--- config.mk ---
export PLATFORM = sky130hd
export DESIGN_NAME = lsfs_mod_unit
export DESIGN_NICKNAME = d
export VERILOG_FILES = /design/src/lsfs_pkg.sv /design/src/lsfs_mod_unit.sv
export SDC_FILE = /design/constraint.sdc
export NUM_CORES = 1
export LEC_CHECK = 0
export BUFFER_PORTS_ARGS = -buffer_cell sky130_fd_sc_hd__buf_2
export CAP_MARGIN = 20
export CORE_MARGIN = 3
export CORE_UTILIZATION = 55
export DETAILED_ROUTE_END_ITERATION = 12
export PLACE_DENSITY_LB_ADDON = 0.08
export SYNTH_ARGS = -nofsm -noshare
export SYNTH_HDL_FRONTEND = slang
export SYNTH_SLANG_ARGS = --single-unit
--- constraint.sdc ---
create_clock -name clk -period 2.5 [get_ports clk]
set_input_delay 0.25 -clock clk [delete_from_list [all_inputs] [get_ports clk]]
set_output_delay 0.25 -clock clk [all_outputs]
set_load 0.005 [all_outputs]
--- src/lsfs_pkg.sv ---
`default_nettype none
package lsfs_pkg;

  localparam int NUM_LEDS_DEF   = 10;
  localparam int MAX_FRAMES_DEF = 64;

  localparam int HEAD_BYTES    = 4;
  localparam int TAIL_BYTES    = 8;
  localparam int BYTES_PER_LED = 4;
  localparam int COLOR_BYTES   = 3;
  localparam int CFG_W         = 7;

  localparam logic [7:0] MARK_BYTE = 8'hFF;
  localparam logic [7:0] ZERO_BYTE = 8'h00;

  typedef enum logic [2:0] {
    OP_SET_PIXEL = 3'd0,
    OP_CLEAR     = 3'd1,
    OP_SEND      = 3'd2,
    OP_LOAD      = 3'd3,
    OP_TICK      = 3'd4
  } opcode_t;

  typedef enum logic [1:0] {
    ST_IDLE,
    ST_MOD,
    ST_BASE,
    ST_SEND
  } state_t;

  typedef enum logic [1:0] {
    BK_ZERO,
    BK_MARK,
    BK_DATA
  } byte_kind_t;

  // one byte slot of the strip frame as issued by the byte generator
  typedef struct packed {
    logic       valid;
    byte_kind_t kind;
    logic       last;
  } slot_t;

  typedef struct packed {
    logic [2:0]  opcode;
    logic [3:0]  led_index;
    logic [23:0] color;
    logic        write_now;
    logic [10:0] store_address;
    logic [7:0]  store_value;
  } cmd_t;

  typedef struct packed {
    logic [7:0] spi_byte;
    logic       last_byte;
  } result_t;

endpackage
`default_nettype wire

--- src/lsfs_mod_unit.sv ---
`default_nettype none
module lsfs_mod_unit #(
  parameter int DW = 7
) (
  input  wire logic          clk,
  input  wire logic          rst,
  input  wire logic          start,
  input  wire logic [DW-1:0] dividend,
  input  wire logic [DW-1:0] divisor,
  output logic               done,
  output logic [DW-1:0]      remainder
);
  import lsfs_pkg::*;

  localparam int SW = (DW > 1) ? $clog2(DW) : 1;

  logic          running;
  logic [SW-1:0] step;
  logic [DW-1:0] dvd;
  logic [DW-1:0] dvs;
  logic [DW-1:0] rem;
  logic [DW:0]   trial;
  logic [DW-1:0] rem_next;
  logic          last_step;

  // restoring remainder, one dividend bit per cycle
  always_comb begin
    trial     = {rem, dvd[DW-1]};
    rem_next  = (trial >= {1'b0, dvs}) ? DW'(trial - {1'b0, dvs}) : DW'(trial);
    last_step = (step == SW'(DW - 1));
  end

  always_ff @(posedge clk) begin
    if (rst) begin
      running <= 1'b0;
      done    <= 1'b0;
      step    <= '0;
    end else begin
      done <= running && last_step;
      if (start) begin
        running <= 1'b1;
        step    <= '0;
      end else if (running) begin
        step <= step + SW'(1);
        if (last_step) begin
          running <= 1'b0;
        end
      end
    end
  end

  always_ff @(posedge clk) begin
    if (start) begin
      dvd <= dividend;
      dvs <= divisor;
      rem <= '0;
    end else if (running) begin
      dvd <= dvd << 1;
      rem <= rem_next;
    end
  end

  assign remainder = rem;

endmodule
`default_nettype wire

==> results of run 1 <==
[sequential cells by signal, indices dropped and copies added (netlist names)]
name	flops
step	3
running	1
remainder	7
dvs	7
dvd	7
done	1
[cells in the mapped netlist (all sizes together)]
library cell  number  share of area
o21a               1         0.0051
a21oi              2         0.0069
a311oi             1          0.010
a211oi             3          0.024
mux2               7          0.054
fa                 1          0.014
inv               12          0.031
a311o              1         0.0069
nor3b              5          0.026
nand4b             1         0.0060
a21o               3          0.015
ha                 9          0.077
a31o               1         0.0060
nand2             10          0.026
o22ai              1         0.0043
dfxtp             12           0.16
nor3               3          0.010
clkbuf             3         0.0086
nand3              5          0.017
o311ai             1          0.011
xor2               2          0.012
nor2              10          0.026
buf                3          0.014
and3               3          0.013
edfxtp            14           0.29
and2               2          0.010
o31ai              2          0.010
nand4              1         0.0043
and4               1         0.0060
o21ai              4          0.014
o2111a             1         0.0077
a31oi              4          0.017
nor2b              2         0.0086
o311a              1         0.0069
nor4               1         0.0043
a2111oi            1         0.0060
or4b               1         0.0069
or2                1         0.0043
xnor2              3          0.018
[layout make-up]
class                   instances  area (sq um)  share of cell area
clock buffers                   3         22.52             0.01391
multi-input cells              95         721.9              0.4459
clock inverters                 1         3.754            0.002318
inverters                      12         45.04             0.02782
repair buffers                 25         127.6             0.07883
well taps                      30         37.54             0.02318
flip-flops and latches         26         660.6              0.4080
[routing by layer]
layer,vias up,share of wire,track usage
met3,4,0.034,0.03394
met5,-,0,0
li1,556,-,-
met4,0,0.014,0.05960
met2,19,0.47,0.2774
met1,532,0.48,0.2241
[power breakdown]
part	total, W	switching [W]	internal (W)
Clock	0.000179	0.000121	0.0000586
Combinational	0.000179	0.0000965	0.0000824
Sequential	0.000500	0.0000171	0.000483
Total	0.000858	0.000234	0.000624
[worst max path at each step]
stage / from / endpoint / slack, ns / depth (start not counted)
floorplan: dvd[6] / remainder[0] / 0.70 / 9
global placement: dvd[6] / remainder[0] / 0.53 / 8
detailed placement: dvd[6] / remainder[0] / 0.43 / 8
CTS: dvd[6] / remainder[0] / 0.39 / 8
global route: dvd[6] / remainder[0] / 0.20 / 8
finish: dvd[6] / remainder[0] / 0.39 / 8
[through the flow]
step                cell area [sq um]  hold slack (ns)    util  power [W]
finish                           1619          0.08960  0.6476  0.0008581
detailed placement               1593           0.4281  0.6371  0.0006866
CTS                              1619          0.07998  0.6476  0.0008662
global placement                 1593           0.4261  0.6371  0.0006812
floorplan                        1460           0.3224       -  0.0006377
global route                     1619          0.07016  0.6476  0.0009037
[worst reg2reg max path: cells and delay by family, from the launching register on]
| family | cells | cell delay (ns) |
|---|---|---|
| adder cells (fa/ha/maj) | 2 | 0.56 |
| buffers and inverters | 2 | 0.13 |
| flip-flops | 1 | 0.42 |
| AO/OA/AOI/OAI | 2 | 0.63 |
| AND/OR/NAND/NOR | 2 | 0.29 |
[logic make-up (layout without fill, tap and decap cells)]
logic type	after synthesis	count (layout)	share of synthesized area
AO/OA/AOI/OAI	27	27	0.1517
XOR/XNOR	5	5	0.03000
multiplexers	7	7	0.05399
buffers and inverters	18	41	0.05312
flip-flops	26	26	0.4524
adder cells (fa/ha/maj)	10	10	0.09083
AND/OR/NAND/NOR	46	46	0.1680
==> metrics list, run 1 <==
- Chip Height: 57.53 um
* Number of placement rows: 18
- DRC viols: 0
* Number of hold-repair buffers added at the cts stage: 0
- The first global-routing pass estimated around 4400 um of wire.
- The die is 57.53 um wide.
- Together, buffers and inverters on the worst path number 2.
* Vias post-DR: ~1,100
- The critical path goes through inv_1 -> ha_1 -> inv_1 -> fa_1 -> nand3_1 -> a31o_1 -> nand3_1 -> a311oi_2.
- End of the worst register-to-register path: remainder[0]
- Slew Limit Headroom: 0.6550
- For this design the static power due to leakage is 0.6988 nW.
- Kind of cell with the highest combined delay on the critical path: compound AO/OA/AOI/OAI gates
- Number of global-route vias before repair: between 900 and 1,000
- Final worst path period share: 0.8441
- Min-Delay Path Class: input port to flip-flop
* Boundary pin count: 25
- Cell area after technology mapping: between 0.001 and 0.0015 sq mm
* Residual overflow from global routing: 0
- Routed len/inst: 13.63 um
- Layout overhead on the synthesized area: 10.88%
- The startpoint identified for the worst register-to-register timing path is dvd[6].
- HPWL after detailed placement: 1995 um
- The initial utilization of the core area, before any placement, comes to 0.5841.
- Place WS: roughly 0.43 ns
- Synth Instances: 139
* Max stage delay cell, worst path: edfxtp_1
- Stage delay of the slowest cell on the critical path: between 0.4 and 0.5 ns
- Pin count of the biggest net entering global routing: 28
- Floorplan Core Area: between 0.002 and 0.0025 sq mm
- Clock transition time at the flip-flop clock pins of the worst setup and hold paths: ~0.13 ns
* Avg Vias per Cell: approximately 5.8
- Mean Syn Cell Area: 10.50 sq um
- Counting tap cells, the placed design contains a total of around 190 instances.
- For this run, the number of Yosys warnings is 0.
* Fraction of layout cells with a size suffix above 1: 0.2469
- The clock reaches the later pin of the worst-skew pair after ~0.32 ns.
* Buffers added on ports: 24
- Final layout net count: 190
* WS Path Type: flip-flop to flip-flop
* Max capacitance violation total: 0
- Derived from the worst setup path, the maximum achievable clock frequency is between 0.4 and 0.5 GHz.
- After detailed routing, the total wire length is around 2600 um.
* Post-synthesis sequential element count: 26
* Diodes inserted: 0
- DIE AREA: 0.003309 sq mm
* Clk buf depth: 2
- CTS built an H-tree with a depth of 1.
- Data arrives at the worst endpoint at ~2.4 ns.
- For the worst setup path, the data required time is 2.75 ns.
- Summed over all failing endpoints, the final setup total negative slack is 0 ns.
- Number of buffers added for setup after CTS: 0
* PwrDens: 530.0 mW/mm^2
- Tightest Pin Transition: about 0.52 ns
- Number of max-slew violations in the final report: 0
* TritonCTS buffer count: 3
- The finished layout holds between 150 and 200 standard cells, fillers aside.
- Measured in cells, the most critical reg-to-reg path has a length of 8.
- Worst setup SP type: flip-flop
- First-pass detailed-route iteration total: 6
- Minimum period implied by the final worst setup slack: approximately 2.1 ns
* Root buffer selected by CTS: clkbuf_4
- Hold violation total from the final report: 0
- The filler cells instantiated in the layout total 214.
* CTS tree: done
- In this run, the number of DRC markers left after iteration 0 of detailed routing was 40.
- Leading cell types in the layout, fill and taps excluded: 24 x buf_2, 14 x edfxtp_1, 12 x inv_1, 12 x dfxtp_1
- The run finished with clean final reports.
* Setup WS post-layout: around 0.39 ns
- Final antenna-violating net count: 0
- Setup repair after global routing left no endpoint under its margin.
* Leading cell type in the layout, fill and taps excluded: buf_2
* Startpoint of the worst hold path: divisor[2]
- For flop-to-flop paths, the worst setup slack is between 0.3 and 0.4 ns.
* Global-route total usage across every layer: 0.1700
* Maximum fanout along the worst path: 10
- The number of antenna violations at the first check in global routing is 0.
* Post-synthesis net count: between 150 and 200
- The worst hold path terminates at dvs[2].
* Clock Skew: about 0.0017 ns
* Number of cells on the worst hold path: 1
- STA classifies the critical path endpoint as a flip-flop.
- Sink count of the clock tree: 26
- Sequential area share after synthesis: 0.4524
- The congestion estimate from routability-driven global placement came to 0.8080.
- Setup violations remaining at the end of the flow were counted as 0.
- Once the clock tree was built, the resizer swapped 0 gates to a different size.
- VDD sags by at most around 430 uV.
- Count of cell types in the netlist: between 40 and 50
Power figures use the tool's default switching activity.
==> run 2, diff against run 1 <==
CORE_UTILIZATION = 49   (was 55)
clock period = 1.9 ns   (was 2.5 ns; I/O delays follow)
==> run 2 against run 1 <==
  * Wire length grew 8.8%
  * First-iteration DRC count grew 110%
  * Sequential power grew 31%
  * Core utilization shrank 2.9 points
  * Clock power grew 41%
  * Clock skew grew 0.0085 ns
  * Setup slack lost 0.32 ns
  * Largest power group unchanged
==> metrics list, run 2 (synthesized netlist as in run 1, its figures left out) <==
- The vertical die dimension came to 60.59 um (was 57.53 um).
- The area of the placeable core came to 0.002805 sq mm (was 0.002500 sq mm).
* Clock Skew: 0.01023 ns (was 0.001723 ns)
- Worst hold margin: 0.02199 ns (was 0.08960 ns)
- Fraction of layout cells with a size suffix above 1: 0.3295 (was 0.2469)
* Worst setup SP type: flip-flop (unchanged)
- Number of global-route vias before repair: 1,013 (was 999)
- Total net switching power: 0.0003324 W (was 0.0002344 W)
- The per-cell via count in the routed design is 5.696 (was 5.786).
- Total routed wirelength: 2846 um (was 2617 um)
- Internal Dissipation: 0.0008528 W (was 0.0006237 W)
* Post-route cell area: 0.001737 sq mm (was 0.001619 sq mm)
- The peak supply drop is 534.1 uV (was 430.4 uV).
- Clock transition time at the flip-flop clock pins of the worst setup and hold paths: 0.15 ns (was 0.13 ns)
- Leading cell types in the layout, fill and taps excluded: 24 x buf_2, 14 x edfxtp_1, 12 x dfxtp_1, 12 x buf_4, 11 x inv_1 (was 24 x buf_2, 14 x edfxtp_1, 12 x inv_1, 12 x dfxtp_1).
- The filler-free cell count of the finished design is 204 (was 192).
* Clock share of power: 0.212 (was 0.209)
- The area of the die is 0.003671 sq mm (was 0.003309 sq mm).
- Pin count of the biggest net entering global routing: 18 (was 28)
* Final setup viols: 0 (unchanged)
- TritonCTS buffer count: 3 (unchanged)
* Endpoint type of the worst setup path: flip-flop (unchanged)
- WS Path Type: flip-flop to flip-flop (unchanged)
- Final GP Congestion: 0.8101 (was 0.8080)
- The cell chosen for the clock root is clkbuf_4 (unchanged).
- The count of routing violations after the opening detailed-route iteration is 85 (was 40).
- The number of port buffers came to 24 (unchanged).
* Data arrival time of the critical path: 2.06 ns (was 2.36 ns)
- Switching share of power: 0.2805 (was 0.2732)
* Routed len/inst: 13.95 um (was 13.63 um)
* Residual overflow from global routing: 0 (unchanged)
* Boundary pin count: 25 (unchanged)
- The HPWL reported at the end of detailed placement was 2072 um (was 1995 um).
* Final antenna-violating net count: 0 (unchanged)
- The number of placement rows was 19 (was 18).
- The number of antenna violations at the first check in global routing is 0 (unchanged).
- The path category of the worst min-delay check is input port to flip-flop (unchanged).
* Global-route total usage across every layer: 0.1734 (was 0.1700)
* Clk buf depth: 2 (unchanged)
- The standard cell area after detailed placement was 0.001654 sq mm (was 0.001593 sq mm).
* Cells after DPL: 197 (was 188)
- The setup slack of the critical path after layout came to 0.06706 ns (was 0.3897 ns).
* Sink count of the clock tree: 26 (unchanged)
- The synthesis-to-finish area growth was 18.94% (was 10.88%).
* Minimum period implied by the final worst setup slack: 1.833 ns (was 2.110 ns)
* First-pass GRT wire length: 4698 um (was 4374 um)
- The number of antenna cells inserted is 0 (unchanged).
* Worst Path Required: 2.13 ns (was 2.75 ns)
* First-pass detailed-route iteration total: 4 (was 6)
- The starting density of the core is 0.5205 (was 0.5841).
- Leading cell type in the layout, fill and taps excluded: buf_2 (unchanged)
- The combinational share of power is 0.234 (was 0.208).
* Slew Limit Headroom: 0.7635 (was 0.6550)
- The pin slew with the least headroom to its limit was 0.3548 ns (was 0.5176 ns).
* Die X-Extent: 60.59 um (was 57.53 um)
- Leakage power summed over all cells: 0.7519 nW (was 0.6988 nW)
- The post-layout net count came to 201 (was 190).
- Outcome: finished clean (unchanged)
- The upper clock frequency limit is 0.5456 GHz (was 0.4739 GHz).
- Place WS: 0.01953 ns (was 0.4309 ns)
- Worst skew pair latency: 0.33 ns (was 0.32 ns)
- PwrDens: 682.4 mW/mm^2 (was 530.0 mW/mm^2)
- CTS tree: done (unchanged)
- # H-tree levels: 1 (unchanged)
* Final worst path period share: 0.9647 (was 0.8441)
- The number of max-slew violations in the final report was 0 (unchanged).
* Number of hold-repair buffers added at the cts stage: 0 (unchanged)
* Sequential share of power: 0.554 (was 0.582)
- The total number of vias was 1,162 (was 1,111).
- Hold violation total from the final report: 0 (unchanged)
* Maximum fanout along the worst path: 7 (was 10)
- The number of maximum-capacitance violations was 0 (unchanged).
* Power Total: 0.001185 W (was 0.0008581 W)
- DRC viols: 0 (unchanged)
[run 2: stage by stage]
step,TNS [ns],utilization
6_report,0,0.6191
5_1_grt,-0.007206,0.6191
4_1_cts,0,0.5990
3_5_place_dp,0,0.5897
3_3_place_gp,0,0.5897
2_1_floorplan,0,-
[run 2: power by group through the flow]
stage | clock network, W | logic [W] | registers (W)
after global placement | 0 | 0.000248 | 0.000669
after CTS | 0.000258 | 0.000252 | 0.000657
final | 0.000252 | 0.000277 | 0.000656
after detailed placement | 0 | 0.000249 | 0.000670
after global routing | 0.000278 | 0.000307 | 0.000662
after floorplan | 0 | 0.000177 | 0.000662
[run 2: worst max-delay path, stage by stage, from the launching register on]
cell and delay (ns):
edfxtp_1 0.37, inv_1 0.05, ha_1 0.22, inv_2 0.07, fa_2 0.21, nand3_2 0.08
a31o_4 0.28, and2_4 0.18, o311a_1 0.28
[run 2: final timing paths]
kind	depth (start not counted)	startpoint	endpoint	slack [ns]
worst max-delay path	8	dvd[6]	remainder[1]	0.07
worst min-delay path	1	divisor[6]	dvs[6]	0.02
worst max register to register	8	dvd[6]	remainder[1]	0.07
worst min register to register	2	step[2]	done	0.51
[run 2: repair_timing]
| item | in CTS | in global routing |
|---|---|---|
| setup buffers | 0 | 3 |
| resized for setup | 1 | 7 |
| endpoints found under the setup margin | 4 | 7 |
| pin swaps | 0 | 5 |
[run 2: area by class of cell]
cell class	instances	area (sq um)
inverters	12	45.04
fillers	237	1069
clock buffers	4	26.28
flip-flops and latches	26	660.6
well taps	31	38.79
repair buffers	36	210.2
multi-input cells	95	755.7
[run 2: layer usage]
metal  GRT usage  share of wire  wire (um)  up-vias
met1      0.2580           0.47       1338      546
met3     0.01915          0.040        113        6
met5           0              0          0        -
met4     0.08669          0.027         76        0
li1            -              -          -      582
met2      0.2489           0.46       1319       28
