===== src/lsfs_pkg.sv =====
`default_nettype none
package lsfs_pkg;

  localparam int NUM_LEDS_DEF   = 10;
  localparam int MAX_FRAMES_DEF = 64;

  localparam int HEAD_BYTES    = 4;
  localparam int TAIL_BYTES    = 8;
  localparam int BYTES_PER_LED = 4;
  localparam int COLOR_BYTES   = 3;
  localparam int CFG_W         = 7;

  localparam logic [7:0] MARK_BYTE = 8'hFF;
  localparam logic [7:0] ZERO_BYTE = 8'h00;

  typedef enum logic [2:0] {
    OP_SET_PIXEL = 3'd0,
    OP_CLEAR     = 3'd1,
    OP_SEND      = 3'd2,
    OP_LOAD      = 3'd3,
    OP_TICK      = 3'd4
  } opcode_t;

  typedef enum logic [1:0] {
    ST_IDLE,
    ST_MOD,
    ST_BASE,
    ST_SEND
  } state_t;

  typedef enum logic [1:0] {
    BK_ZERO,
    BK_MARK,
    BK_DATA
  } byte_kind_t;

  // one byte slot of the strip frame as issued by the byte generator
  typedef struct packed {
    logic       valid;
    byte_kind_t kind;
    logic       last;
  } slot_t;

  typedef struct packed {
    logic [2:0]  opcode;
    logic [3:0]  led_index;
    logic [23:0] color;
    logic        write_now;
    logic [10:0] store_address;
    logic [7:0]  store_value;
  } cmd_t;

  typedef struct packed {
    logic [7:0] spi_byte;
    logic       last_byte;
  } result_t;

endpackage
`default_nettype wire


===== src/lsfs_byte_gen.sv =====
`default_nettype none
module lsfs_byte_gen #(
  parameter int NUM_LEDS = lsfs_pkg::NUM_LEDS_DEF
) (
  input  wire logic                                           clk,
  input  wire logic                                           rst,
  input  wire logic                                           start,
  output lsfs_pkg::slot_t                                     slot,
  output logic [$clog2(NUM_LEDS * lsfs_pkg::COLOR_BYTES)-1:0] byte_offset,
  output logic                                                done
);
  import lsfs_pkg::*;

  localparam int PIX_BYTES = NUM_LEDS * COLOR_BYTES;
  localparam int OFF_W     = $clog2(PIX_BYTES);
  localparam int TOTAL     = HEAD_BYTES + BYTES_PER_LED * NUM_LEDS + TAIL_BYTES;
  localparam int CNT_W     = $clog2(TOTAL);
  localparam int LED_END   = HEAD_BYTES + BYTES_PER_LED * NUM_LEDS;

  logic             running;
  logic [CNT_W-1:0] cnt;
  logic [1:0]       sub;
  logic [OFF_W-1:0] led_off;
  logic             in_head;
  logic             in_led;
  logic             is_last;

  always_comb begin
    in_head = (cnt < CNT_W'(HEAD_BYTES));
    in_led  = !in_head && (cnt < CNT_W'(LED_END));
    is_last = (cnt == CNT_W'(TOTAL - 1));
    slot.valid = running;
    slot.last  = running && is_last;
    if (in_led) begin
      slot.kind = (sub == 2'd0) ? BK_MARK : BK_DATA;
    end else begin
      slot.kind = BK_ZERO;
    end
    // blue, green, red order within one led
    case (sub)
      2'd1:    byte_offset = led_off + OFF_W'(2);
      2'd2:    byte_offset = led_off + OFF_W'(1);
      default: byte_offset = led_off;
    endcase
    done = running && is_last;
  end

  always_ff @(posedge clk) begin
    if (rst) begin
      running <= 1'b0;
      cnt     <= '0;
      sub     <= '0;
      led_off <= '0;
    end else if (start) begin
      running <= 1'b1;
      cnt     <= '0;
      sub     <= '0;
      led_off <= '0;
    end else if (running) begin
      cnt <= cnt + CNT_W'(1);
      if (is_last) begin
        running <= 1'b0;
      end
      if (in_led) begin
        sub <= sub + 2'd1;
        if (sub == 2'd3) begin
          led_off <= (led_off == OFF_W'(PIX_BYTES - COLOR_BYTES)) ? '0
                                                                   : led_off + OFF_W'(COLOR_BYTES);
        end
      end
    end
  end

endmodule
`default_nettype wire


===== config.mk =====
export PLATFORM = sky130hd
export DESIGN_NAME = lsfs_byte_gen
export DESIGN_NICKNAME = d
export VERILOG_FILES = /design/src/lsfs_pkg.sv /design/src/lsfs_byte_gen.sv
export SDC_FILE = /design/constraint.sdc
export NUM_CORES = 1
export LEC_CHECK = 0
export BUFFER_PORTS_ARGS = -buffer_cell sky130_fd_sc_hd__buf_2
export CAP_MARGIN = 0
export CORE_AREA = 2 2 47 49
export CTS_CLUSTER_SIZE = 20
export DETAILED_ROUTE_END_ITERATION = 6
export DIE_AREA = 0 0 49 51
export HOLD_SLACK_MARGIN = 0.15
export PLACE_DENSITY = 0.71
export SYNTH_ARGS = -nofsm -noshare
export SYNTH_HDL_FRONTEND = slang
export SYNTH_SLANG_ARGS = --single-unit

===== constraint.sdc =====
create_clock -name clk -period 3.99 [get_ports clk]
set_clock_uncertainty 0.05 [all_clocks]
set_input_delay 0.399 -clock clk [delete_from_list [all_inputs] [get_ports clk]]
set_output_delay 0.399 -clock clk [all_outputs]
set_load 0.03 [all_outputs]

==> summary.md, run 1 <==
The maximum buffer depth of the clock tree came out at 2. Counting flops and latches in the post-synthesis netlist gives 14. Combinational family with the most area after synthesis: simple AND/OR/NAND/NOR gates. The async set or reset register ratio after synthesis works out to 0%. Buffer cell driving the clock tree root: clkbuf_4. The run gives 848 as the via total after detailed routing. The number of antenna diodes in the final layout is 0. The tools report the detailed-router iteration count before antenna repair as 4.

Combinational cells account for 3.8% of the total power. In this run the tool buffered the top-level ports with 12 buffer cells. The synthesized netlist devotes 21.0% of its cell area to compound gates. Yosys attributes the largest share of cell area to dfxtp_1 (30%), ha_1 (12%), nor2_1 (7.1%). After detailed routing, the number of vias per cell comes to 5.54. The clock net in this run drives a total of 14 sinks.

The mux contribution to synthesized area works out to 4.23%. The power per cell area came out at 245 nW/µm². Among all stages on the critical path, the largest delay is contributed by ha_1. From synthesis to final layout, the design area changed by 10.6%.

The first routing iteration left 23 violations. The deepest level of the CTS H-tree is 1. The area of the die was 2500 µm². Summing the areas of all fa, ha and maj instances in the mapped netlist gives 11.9% of the synthesized area. The share of the core filled with cells in the final layout was 50.7%; the number of enable flip-flop cells after synthesis was 0. For the worst setup path, the data required time is 3.54 ns. The final layout contains routed wiring with a total length of 1790 µm. The clock share of power was 40.2%. The share of synthesized area in the top cell type comes to 29.6%.

STA puts the critical path data arrival time at 1.81 ns. The logs give 17 for the number of core rows and 56.0% for the sequential share of power. The run gives 138 as the net count reported at finish. The run gives 0 as the total DRC errors in the routed layout. The tool flagged a number of max-cap violations equal to 0. The final hold violation count was 0.

The initial utilization of the core area, before any placement, comes to 45.8%. The detail-routed net length per standard cell works out to 11.7 µm. The synthesized netlist occupies a cell area of 946 µm². The via count of the first global-routing pass came out at 739.

The aggregate global routing overflow was 0. The number of endpoints failing setup at the final stage is 0. Derived from the worst setup path, the maximum achievable clock frequency is 443 MHz. For the register-to-register setup slack, the log shows 2.36 ns. The startpoint class of the critical path is a flop. The min-delay analysis places its worst path in the category in -> reg.

After Yosys synthesis, and, or, nand and nor cells account for 21.6% of the synthesized area. Clock tree synthesis inserted a total of 3 buffers. The largest stage delay on the critical path was 0.44 ns; the post-synthesis average cell area was 8.23 µm². After Yosys synthesis, XOR and XNOR cells account for 5.56% of the synthesized area. STA classifies the critical path endpoint as an output port.

TritonCTS built the clock tree. Clock-pin slew was measured on the worst setup and hold paths at 0.08 ns. The routability congestion estimate from global placement is 0.821, and the final critical-path share of the clock period is 56.6%.

The tools report the final-report max-slew violation count as 0. The run gives 56.1 µW as the reported net switching power. The post-synthesis cell type count came out at 36. Entering global routing, the biggest net connects 13 pins. Net switching is 21.9% of the power. The logs give 0 for the number of buffers inserted by post-CTS setup repair and 0.416 nW for the cell leakage power. Counting I/O delays and the setup requirement, the final critical path takes 2.26 ns.

The clock latency at the later pin of the worst-skew pair is 0.28 ns. Number of instances in the synthesized netlist: 115. The logs give 13 for the number of placed I/O pins and 0.000240 V for the maximum vdd drop.

Critical setup path kind: reg -> out. The initial antenna violation count was 0. The cell internal power dissipation is 200 µW, and the synthesis warning total is 0. By count the netlist is led by nor2_1 (18), dfxtp_1 (14), ha_1 (9). dfxtp_1 takes more of the synthesized area than any other cell.

The floorplan step defined a core boundary enclosing 2060 µm². For the post-cts hold buffer count, the log shows 0. The number of routed nets with antenna violations was 0. The critical path goes through inv_1 -> ha_1 -> nand2_1 -> nor3_1 -> a311o_1 -> buf_2.

Once the clock tree was built, the resizer swapped 0 gates to a different size. The most used flip-flop cell after synthesis is dfxtp_1. Setup repair after global routing left no endpoint under its margin. After routing, the total negative slack on setup checks comes to 0 ns.

The largest fanout on the critical path was 12. Share of cells above drive strength 1: 19.2%. Counting the fill cells in the layout gives 199. The measured slew at the worst slew-check pin was 0.573 ns; the overall die width was 49 µm. Sequential elements use 29.6% of the synthesized area. For this run, the total global-route usage over all layers was measured as 16.1%.

For the normalized max-slew margin, the log shows 61.5%. The half-perimeter wire length of the detailed placement result came out at 1370 µm. From bottom edge to top edge, the die measures 51 µm. The run finished with clean final reports. Synthesis produced a netlist with a net count of 127. Yosys instantiated no cell more often than nor2_1. The first global-routing pass estimated 3030 µm of wire.
[logic make-up (layout without fill, tap and decap cells)]
logic type	after synthesis	in the layout
adders and majority gates	9	9
AOI/OAI and AO/OA	27	27
muxes	4	4
xor gates and xnor gates	6	6
and+or+nand+nor	42	42
DFF	14	14
buffers and inverters	13	23
[critical path: cells and delay by family, from the launching register on]
kind | cells | cell delay [ns]
buffers and inverters | 2 | 0.26
AOI/OAI and AO/OA | 1 | 0.31
adders and majority gates | 1 | 0.44
and+or+nand+nor | 2 | 0.15
DFF | 1 | 0.37
[stage by stage]
stage               total power, mW  area, µm²  std cells  hold slack [ns]  setup slack, ns
floorplan                     0.154        946        115            0.421             1.95
global placement              0.156       1010        149            0.447             2.09
detailed placement            0.156       1010        149            0.461             2.05
CTS                           0.258       1050        153            0.232             1.72
global route                  0.269       1050        153            0.219             1.54
finish                        0.256       1050        153            0.236             1.73
[sequential cells by signal, summed over array words and instances, names as in the netlist]
| signal | count |
|---|---|
| running | 1 |
| sub | 2 |
| cnt | 6 |
| led_off | 5 |
[worst paths after layout]
kind               from              to  depth (start not counted)
max reg2reg  led_off[0]      led_off[3]                          4
min reg2reg      sub[1]          sub[1]                          2
max              sub[0]  byte_offset[4]                          6
min                 rst         running                          2
[power groups by stage]
stage / Clock, mW / Sequential (mW) / Combinational (mW)
2_1_floorplan: 0 / 0.145 / 0.00941
3_3_place_gp: 0 / 0.147 / 0.00953
3_5_place_dp: 0 / 0.147 / 0.00972
4_1_cts: 0.105 / 0.144 / 0.00978
5_1_grt: 0.115 / 0.144 / 0.0105
6_report: 0.103 / 0.144 / 0.00970
[placed cells by master (no fill, tap or decap), types with 2 or more instances in the layout]
cell type	Yosys	layout
nor2_1	18	18
nand3_1	3	3
ha_1	9	9
dfxtp_1	14	14
nand2_1	8	8
a21oi_1	7	7
nand4_1	3	3
buf_2	1	12
o21ai_0	5	5
mux2i_1	4	4
nor3_1	2	2
xor2_1	3	3
a21o_1	2	2
a31oi_1	2	2
clkbuf_4	0	3
or2_2	2	2
xnor2_1	3	3
inv_1	7	7
[layer usage]
layer | share of wire, % | track usage [%] | up-vias
li1 | - | - | 426
met1 | 42 | 18.0 | 399
met2 | 52 | 28.3 | 19
met3 | 5.0 | 5.56 | 4
met4 | 0.95 | 5.71 | 0
met5 | 0 | 0 | -
[area by class of cell]
class | count | area (µm²) | area share, %
Multi-Input combinational cell | 88 | 608 | 58.1
Sequential cell | 14 | 280 | 26.8
Timing Repair Buffer | 12 | 60.1 | 5.74
Clock buffer | 4 | 36.3 | 3.47
Tap cell | 28 | 35.0 | 3.35
Inverter | 7 | 26.3 | 2.51
(Power assumes the default switching activity.)
==> run 2: changes to the inputs <==
- PLACE_DENSITY: 0.71 -> 0.74
- clock period: 3.99 -> 2 ns (I/O delays scaled with it)
==> run 2 against run 1 <==
  * Setup slack lost 1.7 ns
  * Power grew 100%
  * Clock-buffer cell count is the same
  * Die area is the same
==> summary.md, run 2 (same netlist as run 1, synthesis figures left out) <==
The flow ran to the end, and the final reports show no timing, DRC or antenna violations. The via density per instance was 5.43 (-2.0%). Based on the critical path, the design can be clocked at up to 515 MHz.

The number of core rows is 17 (unchanged), and the via count of the first global-routing pass is 830 (+12%). The tools report the detailed-router iteration count before antenna repair as 4 (unchanged). The run gives 290 µm² (+3.6%) as the total area of sequential cells.

The share of cells above drive strength 1 was 26.4% (+7.2 points). The logs give 3 (unchanged) for the CTS buffer count and 0 (unchanged) for the number of endpoints failing setup at the final stage. The cell leakage power is 0.444 nW (+6.5%). For the net count reported at finish, the log shows 142 (+2.9%). The aggregate global routing overflow is 0 (unchanged). The largest registers in the layout are cnt (6), led_off (5), sub (2). In the finished design, the share of the clock period the worst path needs comes to 97.0%. The library cell used most frequently in the layout, excluding fill and tap cells, is nor2_1. The area of the die is 2500 µm² (unchanged). The core region area is 2060 µm² (unchanged), and the total global-route track usage is 17.4% (+1.3 points). The min-delay analysis places its worst path in the category in -> reg. The run gives 0.181 ns (-0.0553 ns) as the worst slack on hold paths. The maximum buffer depth of the clock tree is 2 (unchanged), and the half-perimeter wire length of the detailed placement result is 1350 µm (-0.83%). TritonCTS built the clock tree. The tree is rooted in a clkbuf_4. The power per cell area is 462 nW/µm² (+89%), and the maximum vdd drop is 0.000281 V (+17%).

The final hold violation count is 0 (unchanged), and the number of filler instances in the final layout is 204 (+2.5%). The worst path in the final design needs a cycle of 1.94 ns, including I/O delays and setup. The data required time at the worst endpoint was 1.75 ns (-1.79 ns). The total DRC errors in the routed layout came out at 0 (unchanged). The post-layout worst setup margin is 0.0600 ns (-1.67 ns), and the summed area of non-filler cells in the final layout is 1130 µm² (+7.8%). The worst setup path is of the reg -> out kind. The overall die width works out to 49 µm (unchanged). The run gives 0.199 ns (-1.85 ns) as the worst slack at placement.

The run gives 14 (unchanged) as the clock sink count. The max-capacitance violation count was 0 (unchanged). The run gives 0.29 ns (about the same) as the clock latency at the later pin of the worst-skew pair. Flip-flop count of the largest register after layout: 6 (unchanged).

The number of routed nets with antenna violations was 0 (unchanged). The register name with the most flops is cnt. The detail-routed net length per standard cell was 13.4 µm (+15%); the number of placed I/O pins was 13 (unchanged). Cell count after placement: 149 (unchanged). The logs give 0 ns (unchanged) for the sum of negative setup slack and 13 (unchanged) for the pin count of the biggest net entering global routing. In the layout the commonest cells are nor2_1 (18), buf_2 (11), dfxtp_1 (10), nand2_1 (8), a21oi_1 (7). The number of DRC markers after the initial detailed-route iteration is 29 (+26%). The tools report the overall power as 521 µW (+100%). The worst setup path is launched from a flop. From synthesis to final layout, the design area changed by 19.2%. For the routability congestion estimate from global placement, the log shows 0.846 (+3.1%). Effective utilization at floorplan: 45.8% (unchanged). For the post-place instance area, the log shows 1010 µm² (unchanged). The deepest level of the CTS H-tree was 1 (unchanged); the first-pass GRT wire length was 3450 µm (+14%). Die height: 51 µm (unchanged). The via total after detailed routing came out at 853 (+0.59%). The run gives 1.69 ns (-0.12 ns) as the critical path arrival. The total wirelength of the detailed-routed design came out at 2110 µm (+18%). For the initial antenna violation count, the log shows 0 (unchanged). The area used by multi-input combinational logic is 644 µm² (+6.0%), and the largest fanout on the critical path is 7 (-5). The post-layout instance count excluding filler cells came out at 157 (+2.6%).

The register-to-register setup slack was 0.30 ns (-2.06 ns). The worst setup path is captured at an output port. The clock transition time at the flip-flop clock pins of the worst setup and hold paths works out to 0.09 ns (about the same).

The logs give 0 (unchanged) for the final-report max-slew violation count and 72.6% (+11 points) for the normalized max-slew margin. Total of buffers placed on input and output ports: 12 (unchanged). The share of the core filled with cells in the final layout was 54.6% (+3.9 points). The measured slew at the worst slew-check pin is 0.408 ns (-0.165 ns), and the diode insertion count for antenna repair is 0 (unchanged).
-- run 2: layer usage --
layer	GRT usage [%]	wire, µm	vias up
met5	0	0	-
met4	5.71	29	0
met3	2.92	65	5
met2	32.4	1080	20
met1	20.1	931	397
li1	-	-	431
-- run 2: layout make-up --
cell class	count	area share, %
Multi-Input combinational cell	88	57.2
Sequential cell	14	25.7
Timing Repair Buffer	16	8.44
Clock buffer	4	3.22
Tap cell	28	3.11
Inverter	7	2.33
-- run 2: what timing repair did --
item	CTS	global route
resized for setup	7	7
buffers inserted	0	2
hold endpoints to repair	1	0
hold buffers	2	0
setup endpoints to repair	3	5
pin swaps	0	1
-- run 2: critical path, stage by stage (launching register included) --
cell and delay (ns):
dfxtp_2 0.35, inv_2 0.11, ha_4 0.19, inv_1 0.06
o211ai_1 0.17, o21ai_0 0.13, a21oi_1 0.20, buf_4 0.19
-- run 2: final timing paths --
path,startpoint,to,cells after the start
setup / recovery,sub[0],byte_offset[3],7
hold / removal,start,sub[1],4
setup reg to reg,cnt[5],running,4
hold reg to reg,sub[1],sub[1],2
-- run 2: power breakdown --
| group | internal [mW] | switching (mW) |
|---|---|---|
| registers | 0.278 | 0.00489 |
| logic | 0.0101 | 0.0126 |
| clock network | 0.111 | 0.104 |
==> run 3: changes to the inputs <==
- clock period: 2 -> 1.6 ns (I/O delays scaled with it)
==> run 3 against run 2 <==
  * The flow now finishes with violations (setup timing)
  * Wire length is 34% higher
  * Sequential power increased by 23%
  * Die area unchanged
  * Global-route usage increased by 2.0 points
  * Clock power rose by 30%
  * First-iteration DRC count decreased by 10%
  * Highest routed layer unchanged
  * Design area rose by 31%
  * Utilization is 17 points higher
  * Non-clock buffer count increased by 21
==> summary.md, run 3 (same netlist as run 1, synthesis figures left out) <==
Traced cell by cell, the critical path runs through inv_4 -> ha_4 -> inv_1 -> o211ai_1 -> o21ai_1 -> a21oi_2 -> buf_6. Length in cells of the worst reg-to-reg path: 8 (+4). The reported net switching power came out at 167 µW (+38%).

The detail-routed net length per standard cell was 15.8 µm (+18%). STA classifies the critical path endpoint as an output port. Sequential share of power: 52.4% (-2.0 points).

The final reports fail on setup timing. The register-to-register setup slack came out at -0.04 ns (-0.34 ns). The CTS buffer count was 3 (unchanged); the cell leakage power was 0.567 nW (+28%).

The run gives 1 (unchanged) as the deepest level of the CTS H-tree. The register name with the most flops was cnt. The tools report the diode insertion count for antenna repair as 0 (unchanged). Timing would allow up to 565 MHz. The overall power was 666 µW (+28%); the sum of negative setup slack was -0.787 ns (-0.787 ns). The logs give 14 (unchanged) for the clock sink count and 13 (unchanged) for the pin count of the biggest net entering global routing. The die height was 51 µm (unchanged).

The switching part of the total was 25.1% (+1.9 points); the post-layout worst setup margin was -0.169 ns (-0.228 ns). The share of cells above drive strength 1 works out to 54.7% (+28 points). The minimum period implied by the final worst setup slack was 1.77 ns. The run gives 71.7% (+17 points) as the share of the core filled with cells in the final layout. For the number of placed I/O pins, the log shows 13 (unchanged). The clock share of power is 42.1% (+0.9 points).

The effective utilization at floorplan is 45.8% (unchanged), and the overall die width is 49 µm (unchanged). TritonCTS built the clock tree. The worst register-to-register path begins at sub[1].

For the maximum vdd drop, the log shows 0.000300 V (+6.8%). The total global-route track usage is 19.4% (+2.0 points), and the post-layout instance count excluding filler cells is 178 (+13%). The post-place instance area is 1120 µm² (+11%), and the largest fanout on the critical path is 7 (unchanged). For the detailed-router iteration count before antenna repair, the log shows 4 (unchanged). The worst setup path is of the reg -> out kind. For the cell internal power dissipation, the log shows 498 µW (+25%). Buffer cell driving the clock tree root: clkbuf_4. For the share of total power in combinational logic, the log shows 5.5% (+1.1 points). The worst register-to-register path ends at led_off[0]. The flow ran to the end, but the final reports show violations. In the layout the commonest cells are buf_4 (23), nor2_1 (16), buf_6 (9), dfxtp_2 (8), nand2_1 (6). The normalized max-slew margin came out at 78.3% (+5.7 points).

The tools report the via total after detailed routing as 965 (+13%). Setup repair after global routing could not meet its margin everywhere. The net count reported at finish was 163 (+15%). For the cell count after placement, the log shows 161 (+8.1%). The number of core rows came out at 17 (unchanged). Cell type of the slowest stage on the worst timing path: dfxtp_4. The total of buffers placed on input and output ports is 12 (unchanged), and the number of endpoints failing setup at the final stage is 10 (+10). The number of DRC markers after the initial detailed-route iteration came out at 26 (-10%). The worst slack on hold paths is 0.464 ns (+0.284 ns), and the via density per instance is 5.42 (-0.22%).

The tools report the maximum buffer depth of the clock tree as 2 (unchanged). From synthesis to final layout, the design area changed by 56.5%. The largest stage delay on the critical path works out to 0.37 ns (+0.02 ns). The run gives 133 (-35%) as the number of filler instances in the final layout. The run gives 2820 µm (+34%) as the total wirelength of the detailed-routed design.

The run gives 865 (+4.2%) as the via count of the first global-routing pass. The critical path arrival came out at 1.56 ns (-0.13 ns). The clock transition time at the flip-flop clock pins of the worst setup and hold paths was 0.10 ns (about the same); the final hold violation count was 0 (unchanged). The tools report the data required time at the worst endpoint as 1.39 ns (-0.36 ns).

The logs give 1480 µm² (+31%) for the summed area of non-filler cells in the final layout and 0 (unchanged) for the total DRC errors in the routed layout. Following the worst setup path forward leads to its endpoint at byte_offset[3]. The largest registers in the layout are cnt (6), led_off (5), sub (2).

For the core region area, the log shows 2060 µm² (unchanged). The library cell used most frequently in the layout, excluding fill and tap cells, is buf_4. For the area of the die, the log shows 2500 µm² (unchanged).

The final-report max-slew violation count is 0 (unchanged). The power per cell area is 450 nW/µm² (-2.6%), and the number of cells on the worst hold path is 2 (-2). The measured slew at the worst slew-check pin came out at 0.326 ns (-0.0821 ns). STA classifies the critical path startpoint as a flop.

For the initial antenna violation count, the log shows 0 (unchanged). In this run the worst setup path begins at sub[0]. After layout, the worst path uses 111% of the clock period. For the number of routed nets with antenna violations, the log shows 0 (unchanged).

The run gives 0 (unchanged) as the aggregate global routing overflow. The tightest min-delay check is of the reg -> reg type. The first-pass GRT wire length was 3770 µm (+9.4%).

Flip-flop count of the largest register after layout: 6 (unchanged). The run gives 0.30 ns (about the same) as the clock latency at the later pin of the worst-skew pair. The run gives 0 (unchanged) as the max-capacitance violation count.

The worst slack at placement came out at -0.0531 ns (-0.252 ns). The logs give 1470 µm (+8.7%) for the half-perimeter wire length of the detailed placement result and 0.819 (-3.2%) for the routability congestion estimate from global placement.
-- run 3: cell types whose count changed in the layout (fill, tap and decap cells not counted), sizes merged --
cell	before	now
clkbuf	5	4
buf	13	35
-- run 3: layer usage --
| layer | track usage, % | share of wire [%] | up-vias |
|---|---|---|---|
| met5 | 0 | 0 | - |
| met4 | 9.05 | 3.0 | 0 |
| met3 | 2.63 | 2.7 | 9 |
| met2 | 33.8 | 50 | 24 |
| met1 | 23.8 | 45 | 461 |
| li1 | - | - | 471 |
-- run 3: cell type report --
class	instances	area, µm²	area share (%)
clock buffers	4	36.3	2.45
multi-input cells	88	766	51.7
inverters	7	28.8	1.94
well taps	28	35.0	2.37
flip-flops and latches	14	305	20.6
repair buffers	37	309	20.9
-- run 3: how the worst min path moves through the flow --
stage / from / end
final: cnt[1] / cnt[1]
after global routing: cnt[1] / cnt[1]
after CTS: led_off[3] / led_off[3]
after detailed placement: rst / running
after global placement: rst / running
after floorplan: rst / running
-- run 3: critical path, delay by kind of cell, from the launching register on --
family	cells	cell delay, ns
buffers and inverters	3	0.29
adders and majority gates	1	0.19
AOI/OAI and AO/OA	3	0.42
DFF	1	0.37
-- run 3: power groups by stage --
stage	combinational, mW	clock [mW]	sequential, mW
floorplan	0.0235	0	0.361
global placement	0.0295	0	0.363
detailed placement	0.0300	0	0.363
CTS	0.0339	0.282	0.351
global route	0.0394	0.292	0.350
finish	0.0363	0.280	0.349
-- run 3: timing repair --
| action | in CTS | in global routing |
|---|---|---|
| hold buffers | 2 | 0 |
| endpoints found under the hold margin | 2 | 0 |
| setup buffers | 6 | 5 |
| pin swaps | 6 | 16 |
| gates cloned | 0 | 0 |
| endpoints found under the setup margin | 7 | 13 |
| resized for setup | 33 | 39 |
